$ cat src/rtl/nbo_pkg.sv
// Shared types, codes and sizes for the NV12 bounding box overlay.
// No dependencies; every other file in rtl/ imports this package.
`default_nettype none

package nbo_pkg;

    localparam int NUM_SLOTS  = 32;
    localparam int COORD_BITS = 12;

    localparam int THICK_BITS  = 4;
    localparam int LUMA_BITS   = 8;
    localparam int SAMPLE_BITS = 16;

    localparam logic [THICK_BITS-1:0] THICK_MAX = THICK_BITS'(10);
    localparam logic [THICK_BITS-1:0] THICK_DEF = THICK_BITS'(1);
    localparam logic [LUMA_BITS-1:0] LUMA_COLOR_DEF = '0;
    localparam logic [SAMPLE_BITS-1:0] CHROMA_COLOR_DEF = 16'hFFFF;

    // beat opcodes
    localparam logic [1:0] OP_LOAD   = 2'd0;
    localparam logic [1:0] OP_CLEAR  = 2'd1;
    localparam logic [1:0] OP_LUMA   = 2'd2;
    localparam logic [1:0] OP_CHROMA = 2'd3;

    // configuration register indexes
    localparam logic [1:0] REG_THICKNESS    = 2'd0;
    localparam logic [1:0] REG_LUMA_COLOR   = 2'd1;
    localparam logic [1:0] REG_CHROMA_COLOR = 2'd2;

    typedef logic [COORD_BITS-1:0] coord_t;

    typedef struct packed {
        coord_t left;
        coord_t top;
        coord_t right;
        coord_t bottom;
    } box_t;

    // write request from the pipeline into the box table
    typedef struct packed {
        logic       load;
        logic       clear;
        logic [4:0] slot;
        box_t       box;
    } tbl_wr_t;

    // control shared by all ring lanes
    typedef struct packed {
        logic                  adv2;
        logic                  chroma1;
        logic                  chroma2;
        logic [THICK_BITS-1:0] rings;
    } lane_ctrl_t;

    function automatic coord_t coord_min(input coord_t a, input coord_t b);
        return (a < b) ? a : b;
    endfunction

endpackage

`default_nettype wire

$ cat src/rtl/nbo_box_table.sv
// Box slot table: corner registers per slot plus valid bits.
// Depends on nbo_pkg; written from stage 1 of the overlay pipeline.
`default_nettype none

module nbo_box_table
    import nbo_pkg::*;
(
    input  wire logic                 clk,
    input  wire logic                 rst_n,
    input  wire tbl_wr_t              wr,
    output box_t                      boxes [NUM_SLOTS],
    output logic [NUM_SLOTS-1:0]      slot_valid
);

    box_t                 box_reg [NUM_SLOTS];
    logic [NUM_SLOTS-1:0] valid_reg;
    logic [NUM_SLOTS-1:0] valid_next;
    box_t                 even_box;

    // corners snap down to even luma coordinates
    assign even_box.left   = {wr.box.left[COORD_BITS-1:1], 1'b0};
    assign even_box.top    = {wr.box.top[COORD_BITS-1:1], 1'b0};
    assign even_box.right  = {wr.box.right[COORD_BITS-1:1], 1'b0};
    assign even_box.bottom = {wr.box.bottom[COORD_BITS-1:1], 1'b0};

    always_ff @(posedge clk)
    begin
        for (int k = 0; k < NUM_SLOTS; k++)
        begin
            if (wr.load && int'(wr.slot) == k)
            begin
                box_reg[k] <= even_box;
            end
        end
    end

    always_comb
    begin
        valid_next = valid_reg;
        if (wr.clear)
        begin
            valid_next = '0;
        end
        else if (wr.load)
        begin
            for (int k = 0; k < NUM_SLOTS; k++)
            begin
                if (int'(wr.slot) == k)
                begin
                    valid_next[k] = 1'b1;
                end
            end
        end
    end

    always_ff @(posedge clk or negedge rst_n)
    begin
        if (!rst_n)
        begin
            valid_reg <= '0;
        end
        else
        begin
            valid_reg <= valid_next;
        end
    end

    assign boxes      = box_reg;
    assign slot_valid = valid_reg;

endmodule

`default_nettype wire

$ cat config.mk
export PLATFORM = sky130hd
export DESIGN_NAME = nbo_box_table
export DESIGN_NICKNAME = d
export VERILOG_FILES = /design/src/rtl/nbo_pkg.sv /design/src/rtl/nbo_box_table.sv
export SDC_FILE = /design/constraint.sdc
export NUM_CORES = 1
export LEC_CHECK = 0
export BUFFER_PORTS_ARGS = -buffer_cell sky130_fd_sc_hd__buf_2
export CAP_MARGIN = 10
export CORE_AREA = 2 2 636 638
export CTS_BUF_LIST = sky130_fd_sc_hd__clkbuf_16
export DETAILED_ROUTE_END_ITERATION = 6
export DIE_AREA = 0 0 638 640
export GPL_TIMING_DRIVEN = 0
export PLACE_DENSITY = 0.3
export REMOVE_ABC_BUFFERS = 1
export SLEW_MARGIN = 20
export SYNTH_ARGS = -nofsm -noshare
export SYNTH_HDL_FRONTEND = slang
export SYNTH_SLANG_ARGS = --single-unit
$ cat constraint.sdc
create_clock -name clk -period 0.8 [get_ports clk]
set_clock_uncertainty 0.05 [all_clocks]
set_input_delay 0.08 -clock clk [delete_from_list [all_inputs] [get_ports clk]]
set_output_delay 0.08 -clock clk [all_outputs]
set_load 0.01 [all_outputs]
# == Word-level counts from Yosys, hierarchy flattened ==
# Cells that the tools add are included.
# word_totals
ff_bits,1440
inputBits,57
# op_classes
reduce_logical,98
n_eq_ne,31
n_mux,34
# op_table
cell,count
== test 5 bit (second input constant),16
nonzero test 2 bit,33
2-to-1 mux 32 bit,2
AND reduction 2 bit,32
== test 5 x 4 -> 1 bit (second input constant),8
logical AND 1 bit,32
2-to-1 mux 1 bit,32
== test 5 x 3 -> 1 bit (second input constant),4
== test 5 x 2 -> 1 bit (second input constant),2
== test 5 x 1 -> 1 bit (second input constant),1
logical NOT 5 bit,1

# == Depth between registers and ports, before layout ==
# logic_depth
ltp_word,4
depth_mapped,4
depth_no_buf,2

# == Worst setup path after synthesis ==
# No wires, ideal clock.
# synth_path
path_type,input port to flip-flop
start,input port wr[52] in the netlist's numbering
end,"register box_reg, in the netlist boxes[769] (enable)"
t_required_ns,0.304
n_path_buf,1
arrival_ns,2.474
path_slack_ns,-2.169
path_stages,3
setup_time_ns,0.446
path_cell_list,clkbuf_1 -> nand4b_1 -> nor2_1
# synth_via
elab_chain_len,2
# synth_lines
element,line_no,text
"start, declared",nbo_box_table.sv:10,"input wire tbl_wr_t wr,"
== test 5 bit,nbo_box_table.sv:30,if (wr.load && int'(wr.slot) == k)
logical AND 1 bit,nbo_box_table.sv:30,
"end signal, assigned by index",nbo_box_table.sv:32,box_reg[k] <= even_box;
"end, declared",nbo_box_table.sv:15,box_t box_reg [NUM_SLOTS];
# No other way between the ends.
# A chain may end at the register's enable or synchronous reset.

# == Worst setup path after layout ==
# layout_path
start,input port wr[52] in the netlist's numbering
end,"register box_reg, in the netlist boxes[1343] (enable)"
# layout_via
elab_chain_len,2
# layout_lines
element,line_no
== test 5 x 4 -> 1 bit,nbo_box_table.sv:30
logical AND 1 bit,nbo_box_table.sv:30
# No other way between the ends.

==> out/qor.csv <==
stage,metric,value,unit
floorplanning,placement_row_count,233,
setup_path,worst-endpoint-arrival,2.17,ns
power,net-switching-power,0.03763,W
hold_path,cells_on_worst_hold_path,3,
global_route,grt_max_degree,37,
global_route,overflow_after_grt,0,
yosys,post_synth_num_cell_types,22,
run_status,result_of_the_run,finished with violations,
global_route,grt_first_pass_wirelength,274.9,mm
cts,clk_latency,0.82,ns
yosys,mappedNetlistArea,44740,um2
timing,worst_hold_slack,-0.2946,ns
finish,finalNetCount,3680,
placement,post-place-ws,-1.976,ns
timing,worst_slack,-0.8979,ns
timing,setup_violation_total_in_the_final_timing_report,3051,
timing,transition_time_of_the_tightest_slew_check_pin,1.205,ns
placement,placed_area,60910,um2
timing,slew_headroom,0.1966,
power,leakagePower,24.87,nW
power,comb_power_share,0.033,
timing,rsz_0062_raised_after_global_routing,true,
power,switching_share,0.2251,
timing,setup_tns,-1524.88,ns
timing,period_needed,1.698,ns
yosys,avgSynthCellArea,26.33,um2
timing,post-route-period-util,2.122,
floorplanning,die_x,638,um
cts,cts.sinks,1440,
power,seq_power_share,0.502,
power,peakVddDrop,1.425,mV
routing,routed-via-count,25230,
power,pwr-share-clk,0.465,
cts,tritoncts_clock_tree,built,
power,power.internal,0.1295,W
setup_path,critPathLaunchType,primary input,
routing,route.detailed.vias_per_inst,2.787,
timing,report.final.slew_viol_count,0,
cts,numCtsBuffers,174,
finish,drive_gt1_frac,0.5343,
run,maxCapViolations,0,
cts,clockRootBuffer,sky130_fd_sc_hd__clkbuf_16,
hold_path,hp_class,primary input to flop,
finish,area_growth_syn_to_layout,55.98,%
floorplanning,initial_util,0.1115,
setup_path,timing.setup.critical_path_class,primary input to flop,
yosys,syn-instance-count,1699,
global_route,first_global_vias,24560,
setup_path,timing.critical_path.required,1.27,ns
routing,residual_drc_count,0,
floorplanning,core,401400,um2
global_route,groute.usage.overall,0.1038,
cts,clkSlewWorstSetupHoldPaths,0.06,ns
setup_path,worst-r2r-cell-count,3,
setup_path,endpoint_kind,flop,
power,p_total,0.1672,W
placement,dp.final_hpwl,164.9,mm
floorplanning,pin_count,1625,
timing,maximum_clock_frequency,589.0,MHz
run_status,failing_checks,"negative hold slack, negative setup slack",
floorplanning,dieHeight,640,um
cts,max-clock-path-buffers,4,
setup_path,timing.critical_path.fanout_max,8,
placement,port_buffer_count,1492,
placement,place.gp.congestion,0.7147,
finish,fin_area,69790,um2
global_route,initial_antenna_violation_count,31,
routing,average_detailed_routed_wire_length_per_instance,24.94,um
yosys,synth.yosys.seq_area_share,0.9629,
cts,cts_htree_levels,4,
floorplanning,fp.dieArea,408300,um2
yosys,synth.yosys.warnings,0,
routing,dr.pass1.iters,6,
power,power.density,2395,nW/um2
yosys,synth_seq_cells,1440,
timing,timing_hold_violations_final,568,
routing,routed_wl,225.8,mm
routing,drt_first_iter_violations,2001,
routing,drtAntennaViolNets,0,
-- synth_stat cells (all sizes together) --
cell	n	area (um2)
or2	1	6.260
nand4	1	6.260
clkbuf	12	45.04
nand2b	2	12.51
nand2	1	3.750
edfxtp	1408	42280
or3b	2	17.52
inv	32	120.1
or4b	1	13.76
dfrtp	32	800.8
nand3b	1	7.510
nand4b	3	26.28
o22ai	32	225.2
nor2	32	130.1
buf	134	1003
nand4bb	3	33.78
conb	1	3.750
or3	1	6.260
-- worst max-delay path, stage by stage --
cell and delay, ns:
sky130_fd_sc_hd__buf_4 0.15, sky130_fd_sc_hd__nand4bb_4 0.29, sky130_fd_sc_hd__buf_8 0.16, sky130_fd_sc_hd__dlygate4sd3_1 0.75, sky130_fd_sc_hd__nor2_4 0.26, sky130_fd_sc_hd__buf_12 0.20
sky130_fd_sc_hd__buf_16 0.20
-- state kept, by name, summed over array words and instances, names as in the netlist --
signal and flops:
boxes 1408, slot_valid 32
-- final timing paths --
check,from,endpoint,slack (ns)
max,wr[52],boxes[1343],-0.90
min,wr[51],slot_valid[2],-0.29
max reg2reg,slot_valid[30],slot_valid[30],-0.04
min reg2reg,slot_valid[20],slot_valid[20],0.48
max in group asynchronous,rst_n,slot_valid[24],0.41
min in group asynchronous,rst_n,slot_valid[22],-0.19
-- through the flow --
step | utilization | hold slack, ns | instances
global route | 0.1738 | -0.3894 | 9046
global placement | 0.1451 | 0.1177 | 8459
floorplan | - | -0.2656 | 1680
finish | 0.1738 | -0.2946 | 9052
CTS | 0.1713 | -0.4390 | 9005
detailed placement | 0.1517 | 0.1342 | 8576
-- power groups by stage --
| stage | Clock [W] | Combinational (W) | Sequential [W] |
|---|---|---|---|
| global placement | 0 | 0.00470 | 0.0857 |
| finish | 0.0777 | 0.00547 | 0.0840 |
| global route | 0.0828 | 0.00581 | 0.0840 |
| detailed placement | 0 | 0.00511 | 0.0855 |
| CTS | 0.0803 | 0.00557 | 0.0840 |
| floorplan | 0 | 0.000547 | 0.0860 |
-- routing by layer --
metal  up-vias  wire, um  GRT usage
met5         -         0          0
met3       303     18560    0.03159
met1     13210     79850     0.1109
met2      1342    120000     0.1935
met4         0      7412    0.03213
li1      10370         -          -
-- cells in the final DEF (no fill, tap or decap), types with 2 or more instances in the layout --
master / Yosys / routed
sky130_fd_sc_hd__buf_12: 0 / 97
sky130_fd_sc_hd__buf_16: 0 / 35
sky130_fd_sc_hd__buf_2: 4 / 1245
sky130_fd_sc_hd__buf_4: 128 / 101
sky130_fd_sc_hd__buf_6: 2 / 243
sky130_fd_sc_hd__buf_8: 0 / 5
sky130_fd_sc_hd__bufinv_16: 0 / 13
sky130_fd_sc_hd__clkbuf_16: 0 / 179
sky130_fd_sc_hd__clkinv_1: 0 / 34
sky130_fd_sc_hd__clkinv_16: 0 / 4
sky130_fd_sc_hd__clkinv_2: 0 / 20
sky130_fd_sc_hd__clkinv_4: 0 / 4
sky130_fd_sc_hd__clkinvlp_4: 0 / 6
sky130_fd_sc_hd__conb_1: 1 / 128
sky130_fd_sc_hd__dfrtp_1: 32 / 32
sky130_fd_sc_hd__diode_2: 0 / 7
sky130_fd_sc_hd__dlygate4sd3_1: 0 / 38
sky130_fd_sc_hd__edfxtp_1: 1408 / 1408
sky130_fd_sc_hd__inv_1: 32 / 76
sky130_fd_sc_hd__inv_16: 0 / 3
sky130_fd_sc_hd__inv_6: 0 / 3
sky130_fd_sc_hd__inv_8: 0 / 3
sky130_fd_sc_hd__nand2b_4: 0 / 2
sky130_fd_sc_hd__nand4b_1: 3 / 3
sky130_fd_sc_hd__nand4bb_4: 0 / 3
sky130_fd_sc_hd__nor2_4: 0 / 32
sky130_fd_sc_hd__o22ai_1: 28 / 28
sky130_fd_sc_hd__o22ai_2: 4 / 4
sky130_fd_sc_hd__or3b_2: 2 / 2
-- kinds of logic after synthesis --
| logic type | synth area share |
|---|---|
| buffers and inverters | 0.02612 |
| AO/OA/AOI/OAI | 0.005034 |
| other | 0.00008381 |
| AND/OR/NAND/NOR | 0.005901 |
| flip-flops | 0.9629 |
-- final cells by class --
class	count	area (um2)
Sequential cell	1440	43080
Fill cell	43480	331600
Clock inverter	135	1120
Inverter	32	120.1
Antenna cell	7	17.52
Tap cell	5287	6615
Timing Repair Buffer	1767	13160
Clock buffer	176	4404
Multi-Input combinational cell	208	1269
-- repair_timing --
action | in CTS | in global routing
endpoints found under the hold margin | 1964 | 812
pin swaps | 15 | 6
setup endpoints to repair | 2836 | 2910
buffers inserted | 76 | 34
hold buffers | 35 | 4
gates cloned | 8 | 3
gates resized for setup | 334 | 187
No activity file was read; power rests on OpenSTA's default activity.
