--- src/rtl/nbo_pkg.sv ---
// Shared types, codes and sizes for the NV12 bounding box overlay.
// No dependencies; every other file in rtl/ imports this package.
`default_nettype none

package nbo_pkg;

    localparam int NUM_SLOTS  = 32;
    localparam int COORD_BITS = 12;

    localparam int THICK_BITS  = 4;
    localparam int LUMA_BITS   = 8;
    localparam int SAMPLE_BITS = 16;

    localparam logic [THICK_BITS-1:0] THICK_MAX = THICK_BITS'(10);
    localparam logic [THICK_BITS-1:0] THICK_DEF = THICK_BITS'(1);
    localparam logic [LUMA_BITS-1:0] LUMA_COLOR_DEF = '0;
    localparam logic [SAMPLE_BITS-1:0] CHROMA_COLOR_DEF = 16'hFFFF;

    // beat opcodes
    localparam logic [1:0] OP_LOAD   = 2'd0;
    localparam logic [1:0] OP_CLEAR  = 2'd1;
    localparam logic [1:0] OP_LUMA   = 2'd2;
    localparam logic [1:0] OP_CHROMA = 2'd3;

    // configuration register indexes
    localparam logic [1:0] REG_THICKNESS    = 2'd0;
    localparam logic [1:0] REG_LUMA_COLOR   = 2'd1;
    localparam logic [1:0] REG_CHROMA_COLOR = 2'd2;

    typedef logic [COORD_BITS-1:0] coord_t;

    typedef struct packed {
        coord_t left;
        coord_t top;
        coord_t right;
        coord_t bottom;
    } box_t;

    // write request from the pipeline into the box table
    typedef struct packed {
        logic       load;
        logic       clear;
        logic [4:0] slot;
        box_t       box;
    } tbl_wr_t;

    // control shared by all ring lanes
    typedef struct packed {
        logic                  adv2;
        logic                  chroma1;
        logic                  chroma2;
        logic [THICK_BITS-1:0] rings;
    } lane_ctrl_t;

    function automatic coord_t coord_min(input coord_t a, input coord_t b);
        return (a < b) ? a : b;
    endfunction

endpackage

`default_nettype wire

--- src/rtl/nbo_ring_lane.sv ---
// One box slot's ring test, stages 1 and 2 of the overlay pipeline.
// Depends on nbo_pkg. Stage 1 takes edge distances, stage 2 finds the ring index.
`default_nettype none

module nbo_ring_lane
    import nbo_pkg::*;
(
    input  wire logic       clk,
    input  wire lane_ctrl_t ctrl,
    input  wire coord_t     pos_x,
    input  wire coord_t     pos_y,
    input  wire box_t       box,
    input  wire logic       box_valid,
    output logic            hit
);

    coord_t                l_sel, t_sel, r_sel, b_sel;
    logic [COORD_BITS:0]   d_l, d_t, d_r, d_b;
    logic                  in_box;

    logic                  live_reg;
    coord_t                near_reg;   // min distance to left/top edge
    coord_t                far_reg;    // min distance to right/bottom edge

    logic [COORD_BITS:0]   ring_idx;
    logic [COORD_BITS:0]   far_x2;

    // chroma works on the halved box
    always_comb
    begin
        if (ctrl.chroma1)
        begin
            l_sel = box.left >> 1;
            t_sel = box.top >> 1;
            r_sel = box.right >> 1;
            b_sel = box.bottom >> 1;
        end
        else
        begin
            l_sel = box.left;
            t_sel = box.top;
            r_sel = box.right;
            b_sel = box.bottom;
        end
        d_l = {1'b0, pos_x} - {1'b0, l_sel};
        d_t = {1'b0, pos_y} - {1'b0, t_sel};
        d_r = {1'b0, r_sel} - {1'b0, pos_x};
        d_b = {1'b0, b_sel} - {1'b0, pos_y};
        in_box = box_valid && !d_l[COORD_BITS] && !d_t[COORD_BITS]
                 && !d_r[COORD_BITS] && !d_b[COORD_BITS];
    end

    always_ff @(posedge clk)
    begin
        if (ctrl.adv2)
        begin
            live_reg <= in_box;
            near_reg <= coord_min(d_l[COORD_BITS-1:0], d_t[COORD_BITS-1:0]);
            far_reg  <= coord_min(d_r[COORD_BITS-1:0], d_b[COORD_BITS-1:0]);
        end
    end

    // Lowest ring through the sample. Luma: plain min of the four distances.
    // Chroma: ring i insets the near edges by floor(i/2), the far edges by ceil(i/2).
    always_comb
    begin
        far_x2 = {far_reg, 1'b0};
        if (!ctrl.chroma2)
        begin
            ring_idx = {1'b0, coord_min(near_reg, far_reg)};
        end
        else if (far_reg <= near_reg)
        begin
            ring_idx = (far_reg != '0) ? far_x2 - (COORD_BITS+1)'(1) : '0;
        end
        else
        begin
            ring_idx = {near_reg, 1'b0};
        end
        hit = live_reg && (ring_idx < (COORD_BITS+1)'(ctrl.rings));
    end

endmodule

`default_nettype wire

--- config.mk ---
export PLATFORM = sky130hd
export DESIGN_NAME = nbo_ring_lane
export DESIGN_NICKNAME = d
export VERILOG_FILES = /design/src/rtl/nbo_pkg.sv /design/src/rtl/nbo_ring_lane.sv
export SDC_FILE = /design/constraint.sdc
export NUM_CORES = 1
export LEC_CHECK = 0
export BUFFER_PORTS_ARGS = -buffer_cell sky130_fd_sc_hd__buf_2
export CORE_AREA = 2 2 88 132
export CTS_BUF_LIST = sky130_fd_sc_hd__clkbuf_8
export CTS_CLUSTER_SIZE = 25
export DETAILED_ROUTE_END_ITERATION = 10
export DIE_AREA = 0 0 90 134
export PLACE_DENSITY = 0.68
export SLEW_MARGIN = 10
export SYNTH_ARGS = -nofsm -noshare
export SYNTH_HDL_FRONTEND = slang
export SYNTH_SLANG_ARGS = --single-unit
--- constraint.sdc ---
create_clock -name clk -period 5.15 [get_ports clk]
set_clock_uncertainty 0.05 [all_clocks]
set_input_delay 0.515 -clock clk [delete_from_list [all_inputs] [get_ports clk]]
set_output_delay 0.515 -clock clk [all_outputs]
set_load 0.02 [all_outputs]
Word level (Yosys, flattened, before mapping)
Index checks and enable logic that the tools add are counted.
{"block": "classes", "n_reduce_logical": 10, "mux": 10, "addsub": 5, "order_cmp": 5}
{"op": "$mux 12", "n": 7}
{"op": "$sub 12x12->13", "n": 4}
{"op": "$mux 13", "n": 3}
{"op": "$lt 12x12->1", "n": 3}
{"op": "$lt 13x4->1", "n": 1}
{"op": "$sub 13x1->13 const B", "n": 1}
{"op": "$le 12x12->1", "n": 1}
{"op": "$reduce_bool 12->1", "n": 1}
{"op": "$logic_and 1x1->1", "n": 5}
{"op": "$logic_not 1->1", "n": 4}
{"block": "word_totals", "output_inout_bits": 1, "ff_bits": 25}

Logic depth before layout (Yosys ltp)
Gate-level depths: netlist (run 1).
{"block": "logic_depth", "depth_word": 7, "mapped_depth": 21, "depth_no_buf": 17}

Worst setup path before layout (run 1)
OpenSTA, ideal clock, no wires.
{"block": "synth_timing", "path_type": "in2reg", "start": "input port ctrl[5] in the netlist's numbering", "end": "register near_reg[5] (data pin)", "setup_time_ps": 260, "path_slack_ps": 194, "t_required_ps": 4840, "t_arrival_ps": 4646, "stages": 17, "cell_sequence": "clkbuf_1 -> clkbuf_1 -> mux2i_1 -> ha_1 -> nor2b_1 -> o31a_1 -> nand2b_1 -> a31o_2 -> a31oi_1 -> xor2_1 -> inv_1 -> ha_1 -> or4_1 -> a2111oi_0 -> o21ai_1 -> o21ai_2 -> mux2_2"}
{"block": "synth_between", "elab_chain_len": 4}
{"element": "from (decl)", "line_no": "nbo_ring_lane.sv:9", "rtl": "input wire lane_ctrl_t ctrl,"}
{"element": "$mux 12", "line_no": "nbo_ring_lane.sv:31", "rtl": "if (ctrl.chroma1)"}
{"element": "$sub 12x12->13 (on tied branches)", "line_no": "nbo_ring_lane.sv:45, nbo_ring_lane.sv:46"}
{"element": "$lt 12x12->1", "line_no": "nbo_pkg.sv:56", "rtl": "return (a < b) ? a : b;"}
{"element": "$mux 12 (*)", "line_no": "nbo_pkg.sv:56"}
{"element": "to (signal assigned)", "line_no": "nbo_ring_lane.sv:58", "rtl": "near_reg <= coord_min(d_l[COORD_BITS-1:0], d_t[COORD_BITS-1:0]);"}
{"element": "to (decl)", "line_no": "nbo_ring_lane.sv:22", "rtl": "coord_t near_reg;"}
Mark *: on every way between the ends. The rest lies on a longest branch, timed or not.
A chain may end at the register's enable or synchronous reset.

Final worst setup path (run 1)
Ends and elaborated chain as after synthesis.

==> flow_summary.ini, run 1 <==
[cells_and_area]
final_cells = 772
seq_area_um2 = 751
multi_input_area_um2 = 3730
fillers = 1097
syn_to_final_growth_pct = 12.9
drive_gt1_frac = 0.203
stdcell_area_um2 = 5450
diodes = 0
fin_nets = 797

[yosys]
yosysTopAreaCell = ha_1
ys.warnings.count = 0
netlist_top_cells_count = 86 x ha_1, 72 x inv_1, 39 x mux2i_1
ys_types = 63
synth_ff_type = edfxtp_1
netlist_instances = 544
synth.avg_cell_area_um2 = 8.87
synthesis.area_um2 = 4820
synthArstFlopShare = 0
synth_area_leaders = ha_1 22%, edfxtp_1 16%, mux2i_1 8.1%
synth_seq_cells = 25
synth_most_common_cell = ha_1
synth.net_count = 715
synth.yosys.seq_area_share = 0.156
synth_edf_count = 25
synth_top_area_frac = 0.223

[cts]
path_clk_slew_ns = 0.08
hold_buffers = 0
cts-root-buf = clkbuf_8
cts_buffer_depth = 2
numCtsBuffers = 3
post_cts_buffers = 0
htreeDepth = 1
cts_tree = yes
cts_resized = 0
cts_sinks = 25

[worst_setup_path]
cpPeakStageDelay_ns = 0.52
path_buf_inv = 2
cp.arrival_ns = 4.71
required_ns = 5.13
cp_top_family = compound AO/OA/AOI/OAI gates
crit_chain = buf_2 > buf_12 > mux2i_1 > ha_1 > nor2b_1 > o21ai_0 > a21oi_1 > a311oi_1 > a21oi_1 > xnor2_1 > ha_1 > or4_1 > a2111oi_0 > o21ai_1 > o21ai_2 > mux2_2
cp-start-kind = input port
slowest_stage = or4_1
end_kind = flop
critPathKind = in2reg
critPathMaxFanout = 31

[run]
drv_cap = 0

[power_and_ir_drop]
switching_power_uw = 747
seq_power_share = 0.245
p_int_uw = 949
clockPowerShare = 0.066
power.leakage_uw = 0.00270
p_sw_frac = 0.440
power.total_uw = 1700
vdd_drop_max_mv = 0.107
pwr-share-comb = 0.689
power.density_nw_per_um2 = 311

[die]
io_pins = 82
design.die.area_um2 = 12100
rows = 47
start_util = 0.441
die_w_um = 90
fp.dieH_um = 134
coreArea_um2 = 10900

[routing]
post_drt_via_cell_ratio = 5.65
wl_um = 12700
ant_nets = 0
drc = 0
drt-initial-drc-count = 220
post_drt_wl_per_cell_um = 16.4
vias = 4365
drtPass1Iterations = 4

[grt]
grt_max_degree = 32
grtUsageTotal = 0.208
overflow = 0
grt_pass1_vias = 4476
antenna_found_initial = 0
grt_first_pass_wirelength_um = 20500

[timing]
worstMarginPinSlew_ns = 0.577
fmax_ghz = 0.211
rsz0062_at_grt = false
setup_violations = 0
finalMaxSlewViolations = 0
worst_slack_ns = 0.419
relSlewSlack = 0.614
finalHoldViolCount = 0
finalCritPeriodShare = 0.919
setup_tns_ns = 0
fin_crit_ns = 4.73

[run_status]
outcome = finished, final reports clean

[place]
io_buffers = 81
place_area_um2 = 5400
place_inst = 768
hpwl_um = 11400
gp_congestion = 0.945
preCtsSetupSlack_ns = 0.167

[min_path]
min-delay-path-class = in2reg
==> metrics by stage <==
stage	utilization	hold WS, ns
3_3_place_gp	0.494	0.963
6_report	0.498	0.685
5_1_grt	0.498	0.697
2_1_floorplan	-	0.577
3_5_place_dp	0.494	0.969
4_1_cts	0.498	0.680
==> power groups by stage <==
stage | Combinational (uW) | Sequential, uW | Clock, uW
after global placement | 1120 | 415 | 0
after detailed placement | 1160 | 419 | 0
after floorplan | 933 | 380 | 0
after global routing | 1310 | 423 | 121
after CTS | 1170 | 414 | 114
final | 1170 | 416 | 112
==> worst paths after layout <==
path	cells past startpoint	endpoint	slack, ns	from
worst max-delay path	16	near_reg[5]$_DFFE_PP_	0.42	ctrl[5]
worst min-delay path	3	far_reg[0]$_DFFE_PP_	0.68	pos_x[0]
==> final cells by class <==
class | count | share of cell area
clock buffer | 3 | 0.00758
clock inverter | 1 | 0.000689
inverter | 72 | 0.0496
multi-input combinational | 437 | 0.686
sequential | 25 | 0.138
tap | 147 | 0.0338
timing repair buffer | 87 | 0.0850
==> cells by family (layout without fill, tap and decap cells) <==
| group | Yosys count | count (layout) | synth area share |
|---|---|---|---|
| mux | 68 | 68 | 0.156 |
| compound gates | 135 | 135 | 0.188 |
| buf+inv | 82 | 163 | 0.0700 |
| fa+ha+maj | 90 | 90 | 0.240 |
| xor+xnor | 37 | 37 | 0.0672 |
| flops | 25 | 25 | 0.156 |
| simple gates | 107 | 107 | 0.124 |
==> cells in the final DEF (no fill, tap or decap), types with 3 or more instances in the layout <==
cell and instances:
a211o_1 3, a211oi_1 7, a21o_1 14, a21oi_1 34
a31oi_1 4, and3_1 4, buf_2 81, buf_4 5
clkbuf_8 3, edfxtp_1 25, fa_1 4, ha_1 86
inv_1 73, mux2_2 23, mux2_4 3, mux2i_1 39
nand2_1 12, nand2b_1 14, nand3_1 7, nand4_1 7
nor2_1 23, nor2b_1 16, nor3_1 7, nor4_1 3
o211ai_1 4, o21a_1 19, o21ai_0 20, o21ai_1 3
o22ai_1 3, o31a_1 6, xnor2_1 25, xor2_1 12
==> metal layers <==
metal	wire (um)	vias up	GRT usage
li1	-	2154	-
met1	5130	2017	0.232
met2	6160	145	0.376
met3	422	49	0.00955
met4	975	0	0.154
met5	0	-	0
Note: power is estimated with default switching activity, not from simulation.
==> run 2, diff against run 1 <==
--- a/config.mk
+++ b/config.mk
@@ -6,13 +6,15 @@
 export NUM_CORES = 1
 export LEC_CHECK = 0
 export BUFFER_PORTS_ARGS = -buffer_cell sky130_fd_sc_hd__buf_2
-export CORE_AREA = 2 2 88 132
+export CELL_PAD_IN_SITES_DETAIL_PLACEMENT = 0
+export CELL_PAD_IN_SITES_GLOBAL_PLACEMENT = 1
+export CORE_AREA = 2 2 92 138
 export CTS_BUF_LIST = sky130_fd_sc_hd__clkbuf_8
 export CTS_CLUSTER_SIZE = 25
 export DETAILED_ROUTE_END_ITERATION = 10
-export DIE_AREA = 0 0 90 134
-export PLACE_DENSITY = 0.68
-export SLEW_MARGIN = 10
+export DIE_AREA = 0 0 94 140
+export PLACE_DENSITY_LB_ADDON = 0.1
+export SLEW_MARGIN = 30
 export SYNTH_ARGS = -nofsm -noshare
 export SYNTH_HDL_FRONTEND = slang
 export SYNTH_SLANG_ARGS = --single-unit
==> run 2 against run 1 <==
- count of clock-buffer cells in the layout stayed put
- clock power increased by 5%
- hold slack better by 0.016 ns
- cell count is 0.91% higher
- sequential share of layout area about the same
- die area is 9.1% higher
- sequential power rose by 2%
- critical path depth unchanged
- non-clock buffer count up 1
- total power increased by 1.9%
- cell area about the same
- global-route usage is 0.44 points higher
- critical endpoint is now far_reg[7]$_DFFE_PP_
- largest cell class unchanged
==> flow_summary.ini, run 2 (synthesis results as in run 1) <==
[worst_setup_path]
cpMostUsedCell = ha_1
required_ns = 5.13
cp.arrival_ns = 4.69
critPathKind = in2reg
end_kind = flop
cpPeakStageDelay_ns = 0.54
crit_chain = buf_2 > mux2_2 > ha_1 > nor2b_1 > o31a_1 > o41ai_1 > o22ai_1 > nor2_1 > xor2_1 > inv_1 > ha_1 > or4_4 > a211oi_2 > o21ai_1 > a21o_1 > mux2_1
critPathMaxFanout = 11
cp-start-kind = input port
slowest_stage = or4_4

[grt]
grt_first_pass_wirelength_um = 21800
overflow = 0
grt_max_degree = 26
grt_pass1_vias = 4442
grtUsageTotal = 0.213
antenna_found_initial = 0

[routing]
wl_um = 13600
vias = 4278
drtPass1Iterations = 6
drt-initial-drc-count = 159
drc = 0
ant_nets = 0
post_drt_via_cell_ratio = 5.49
post_drt_wl_per_cell_um = 17.4

[timing]
worst_slack_ns = 0.439
relSlewSlack = 0.606
finalHoldViolCount = 0
fmax_ghz = 0.212
finalCritPeriodShare = 0.915
finalMaxSlewViolations = 0
fin_crit_ns = 4.71
worstMarginPinSlew_ns = 0.589
setup_violations = 0
rsz0062_at_grt = false
setup_tns_ns = 0

[cts]
cts_tree = yes
cts_resized = 0
post_cts_buffers = 0
cts-root-buf = clkbuf_8
htreeDepth = 1
cts_sinks = 25
numCtsBuffers = 3
hold_buffers = 0
path_clk_slew_ns = 0.09
cts_buffer_depth = 2

[die]
fp.dieH_um = 140
io_pins = 82
die_w_um = 94
coreArea_um2 = 12000
design.die.area_um2 = 13200
rows = 49
start_util = 0.403

[cells_and_area]
final_util = 0.456
syn_to_final_growth_pct = 13.0
drive_gt1_frac = 0.204
mostFrequentLayoutCells = 86 x ha_1, 81 x buf_2, 73 x inv_1
final_common_cell = ha_1
diodes = 0
fin_nets = 798
fillers = 1210

[min_path]
min-delay-path-class = in2reg

[place]
gp_congestion = 0.904
preCtsSetupSlack_ns = 0.138
io_buffers = 81
hpwl_um = 12200

[run_status]
outcome = finished, final reports clean

[power_and_ir_drop]
power.density_nw_per_um2 = 317
power.total_uw = 1730
vdd_drop_max_mv = 0.0956
power.leakage_uw = 0.00270

[run]
drv_cap = 0
## run 2: worst max-delay path: cells and delay by family
family / cells / cell delay [ns]
buf+inv: 2 / 0.32
mux: 2 / 0.77
simple gates: 3 / 0.81
fa+ha+maj: 2 / 0.48
compound gates: 6 / 1.57
xor+xnor: 1 / 0.21
## run 2: cell type report
type                            instances  area, um^2  share of cell area
Sequential cell                        25         751               0.138
Inverter                               72         270              0.0496
Multi-Input combinational cell        437        3730               0.685
Timing Repair Buffer                   88         458              0.0840
Clock buffer                            3        41.3             0.00758
Tap cell                              153         191              0.0351
Clock inverter                          1        3.75            0.000689
## run 2: final timing paths
| kind | startpoint | end | cells after the start |
|---|---|---|---|
| max | ctrl[5] | far_reg[7]$_DFFE_PP_ | 16 |
| min | box_valid | live_reg$_DFFE_PP_ | 5 |
## run 2: stage by stage
stage               std cells  instance area, um^2  hold slack [ns]
finish                    779                 5450            0.701
CTS                       779                 5450            0.680
floorplan                 544                 4820            0.577
global route              779                 5450            0.730
global placement          775                 5410            0.995
detailed placement        775                 5410            0.985
## run 2: report_power, final
part	switching (uW)	internal, uW
Combinational	620	565
Clock	64.7	53.6
Sequential	91.2	333
Total	776	951
## run 2: per-layer routing
| layer | part of all wire | track usage | up-vias |
|---|---|---|---|
| met5 | 0 | 0 | - |
| met4 | 0.034 | 0.0831 | 0 |
| met3 | 0.034 | 0.0124 | 19 |
| met2 | 0.54 | 0.404 | 121 |
| met1 | 0.40 | 0.242 | 1985 |
| li1 | - | - | 2153 |
==> run 3, diff against run 2 <==
--- a/config.mk
+++ b/config.mk
@@ -14,6 +14,7 @@
 export DETAILED_ROUTE_END_ITERATION = 10
 export DIE_AREA = 0 0 94 140
 export PLACE_DENSITY_LB_ADDON = 0.1
+export SETUP_SLACK_MARGIN = 0.5
 export SLEW_MARGIN = 30
 export SYNTH_ARGS = -nofsm -noshare
 export SYNTH_HDL_FRONTEND = slang
==> run 3 against run 2 <==
- count of clock-buffer cells in the layout unchanged
- clock power shrank 4%
- flip-flop and latch count unchanged
- hold slack got worse by 0.011 ns
- die area is the same
- critical path depth increased by 1
- sequential share of layout area fell by 0.23 points
- sequential power decreased by 2%
- cell area is 1.7% higher
- largest cell class unchanged
- highest routed layer unchanged
==> flow_summary.ini, run 3 (synthesis results as in run 1) <==
[routing]
post_drt_wl_per_cell_um = 17.6
drc = 0
post_drt_via_cell_ratio = 5.39
ant_nets = 0
drtPass1Iterations = 4
wl_um = 13700
vias = 4202
drt-initial-drc-count = 116

[timing]
setup_tns_ns = 0
finalMaxSlewViolations = 0
relSlewSlack = 0.613
fin_crit_ns = 4.48
setup_violations = 0
worstMarginPinSlew_ns = 0.576
rsz0062_at_grt = false
finalHoldViolCount = 0
fmax_ghz = 0.223
finalCritPeriodShare = 0.870

[place]
place_inst = 773
place_area_um2 = 5420
gp_congestion = 0.866
hpwl_um = 12200
io_buffers = 81

[die]
io_pins = 82
die_w_um = 94
fp.dieH_um = 140
rows = 49
design.die.area_um2 = 13200
start_util = 0.403
coreArea_um2 = 12000

[run]
drv_cap = 0

[cells_and_area]
multi_input_area_um2 = 3770
stdcell_area_um2 = 5540
drive_gt1_frac = 0.214
diodes = 0
fin_nets = 798
mostFrequentLayoutCells = 86 x ha_1, 80 x buf_2, 72 x inv_1
final_common_cell = ha_1
fillers = 1240
final_util = 0.464
syn_to_final_growth_pct = 14.9
final_cells = 779
seq_area_um2 = 751

[power_and_ir_drop]
power.density_nw_per_um2 = 318
switching_power_uw = 793
seq_power_share = 0.236
vdd_drop_max_mv = 0.0969
power.leakage_uw = 0.00273
clockPowerShare = 0.064
pwr-share-comb = 0.700
power.total_uw = 1760
p_sw_frac = 0.450
p_int_uw = 970

[worst_setup_path]
critPathMaxFanout = 13
end_kind = flop
cp.arrival_ns = 4.46
cp-start-kind = input port
critPathKind = in2reg
required_ns = 5.13

[cts]
cts-root-buf = clkbuf_8
path_clk_slew_ns = 0.07
cts_tree = yes
hold_buffers = 0
cts_buffer_depth = 2
htreeDepth = 1
numCtsBuffers = 3
cts_sinks = 25

[grt]
grt_max_degree = 26
antenna_found_initial = 0
overflow = 0
grt_pass1_vias = 4260
grt_first_pass_wirelength_um = 20900
grtUsageTotal = 0.206

[min_path]
min-delay-path-class = in2reg

[run_status]
outcome = finished, final reports clean
run 3: cell types whose count changed in the layout (fill, tap and decap cells not counted), moves of 2 or more:
cell	change
buf_12	+2
o21ai_0	-2
buf_4	-3
o21ai_1	+2
run 3: routing by layer:
layer  global-route usage  wire (um)  vias to the layer above
met1                0.226       5330                     1920
met5                    0          0                        -
met3               0.0145        383                       25
met4               0.0862        516                        0
li1                     -          -                     2155
met2                0.398       7470                      102
run 3: timing repair:
| action | CTS | global route |
|---|---|---|
| gates resized for setup | 1 | 12 |
| buffers inserted | 0 | 1 |
| setup endpoints to repair | 18 | 24 |
| gates cloned | 0 | 1 |
| pin swaps | 0 | 2 |
run 3: critical path: stages:
cell,delay (ns)
buf_8,0.16
mux2_2,0.36
ha_1,0.19
inv_1,0.07
fa_1,0.22
a21oi_2,0.08
o21ai_1,0.26
a41oi_2,0.20
a21oi_1,0.27
xnor2_1,0.18
inv_1,0.07
ha_1,0.21
or4_1,0.56
a2111oi_2,0.39
o21ai_1,0.18
o21ai_4,0.17
mux2_2,0.38
run 3: cell type report:
cell class	count	share of cell area
tap	153	0.0345
sequential	25	0.135
multi-input combinational	437	0.680
clock inverter	1	0.00135
clock buffer	3	0.00745
inverter	72	0.0488
timing repair buffer	88	0.0921
run 3: final timing paths:
| kind | slack [ns] | end | start | depth (start not counted) |
|---|---|---|---|---|
| max | 0.67 | near_reg[6]$_DFFE_PP_ | ctrl[5] | 17 |
| min | 0.69 | near_reg[7]$_DFFE_PP_ | ctrl[6] | 1 |
run 3: power groups by stage:
stage | logic, uW | registers [uW] | clock network [uW]
2_1_floorplan | 934 | 380 | 0
5_1_grt | 1380 | 424 | 123
3_5_place_dp | 1200 | 421 | 0
3_3_place_gp | 1180 | 421 | 0
4_1_cts | 1210 | 417 | 117
6_report | 1230 | 417 | 113
run 3: stage by stage:
stage                     setup slack [ns]  hold WS [ns]
after floorplan                      0.579         0.577
after global placement               0.200         0.989
after detailed placement             0.112         0.985
after CTS                            0.510         0.691
after global routing                 0.426         0.739
final                                0.670         0.690
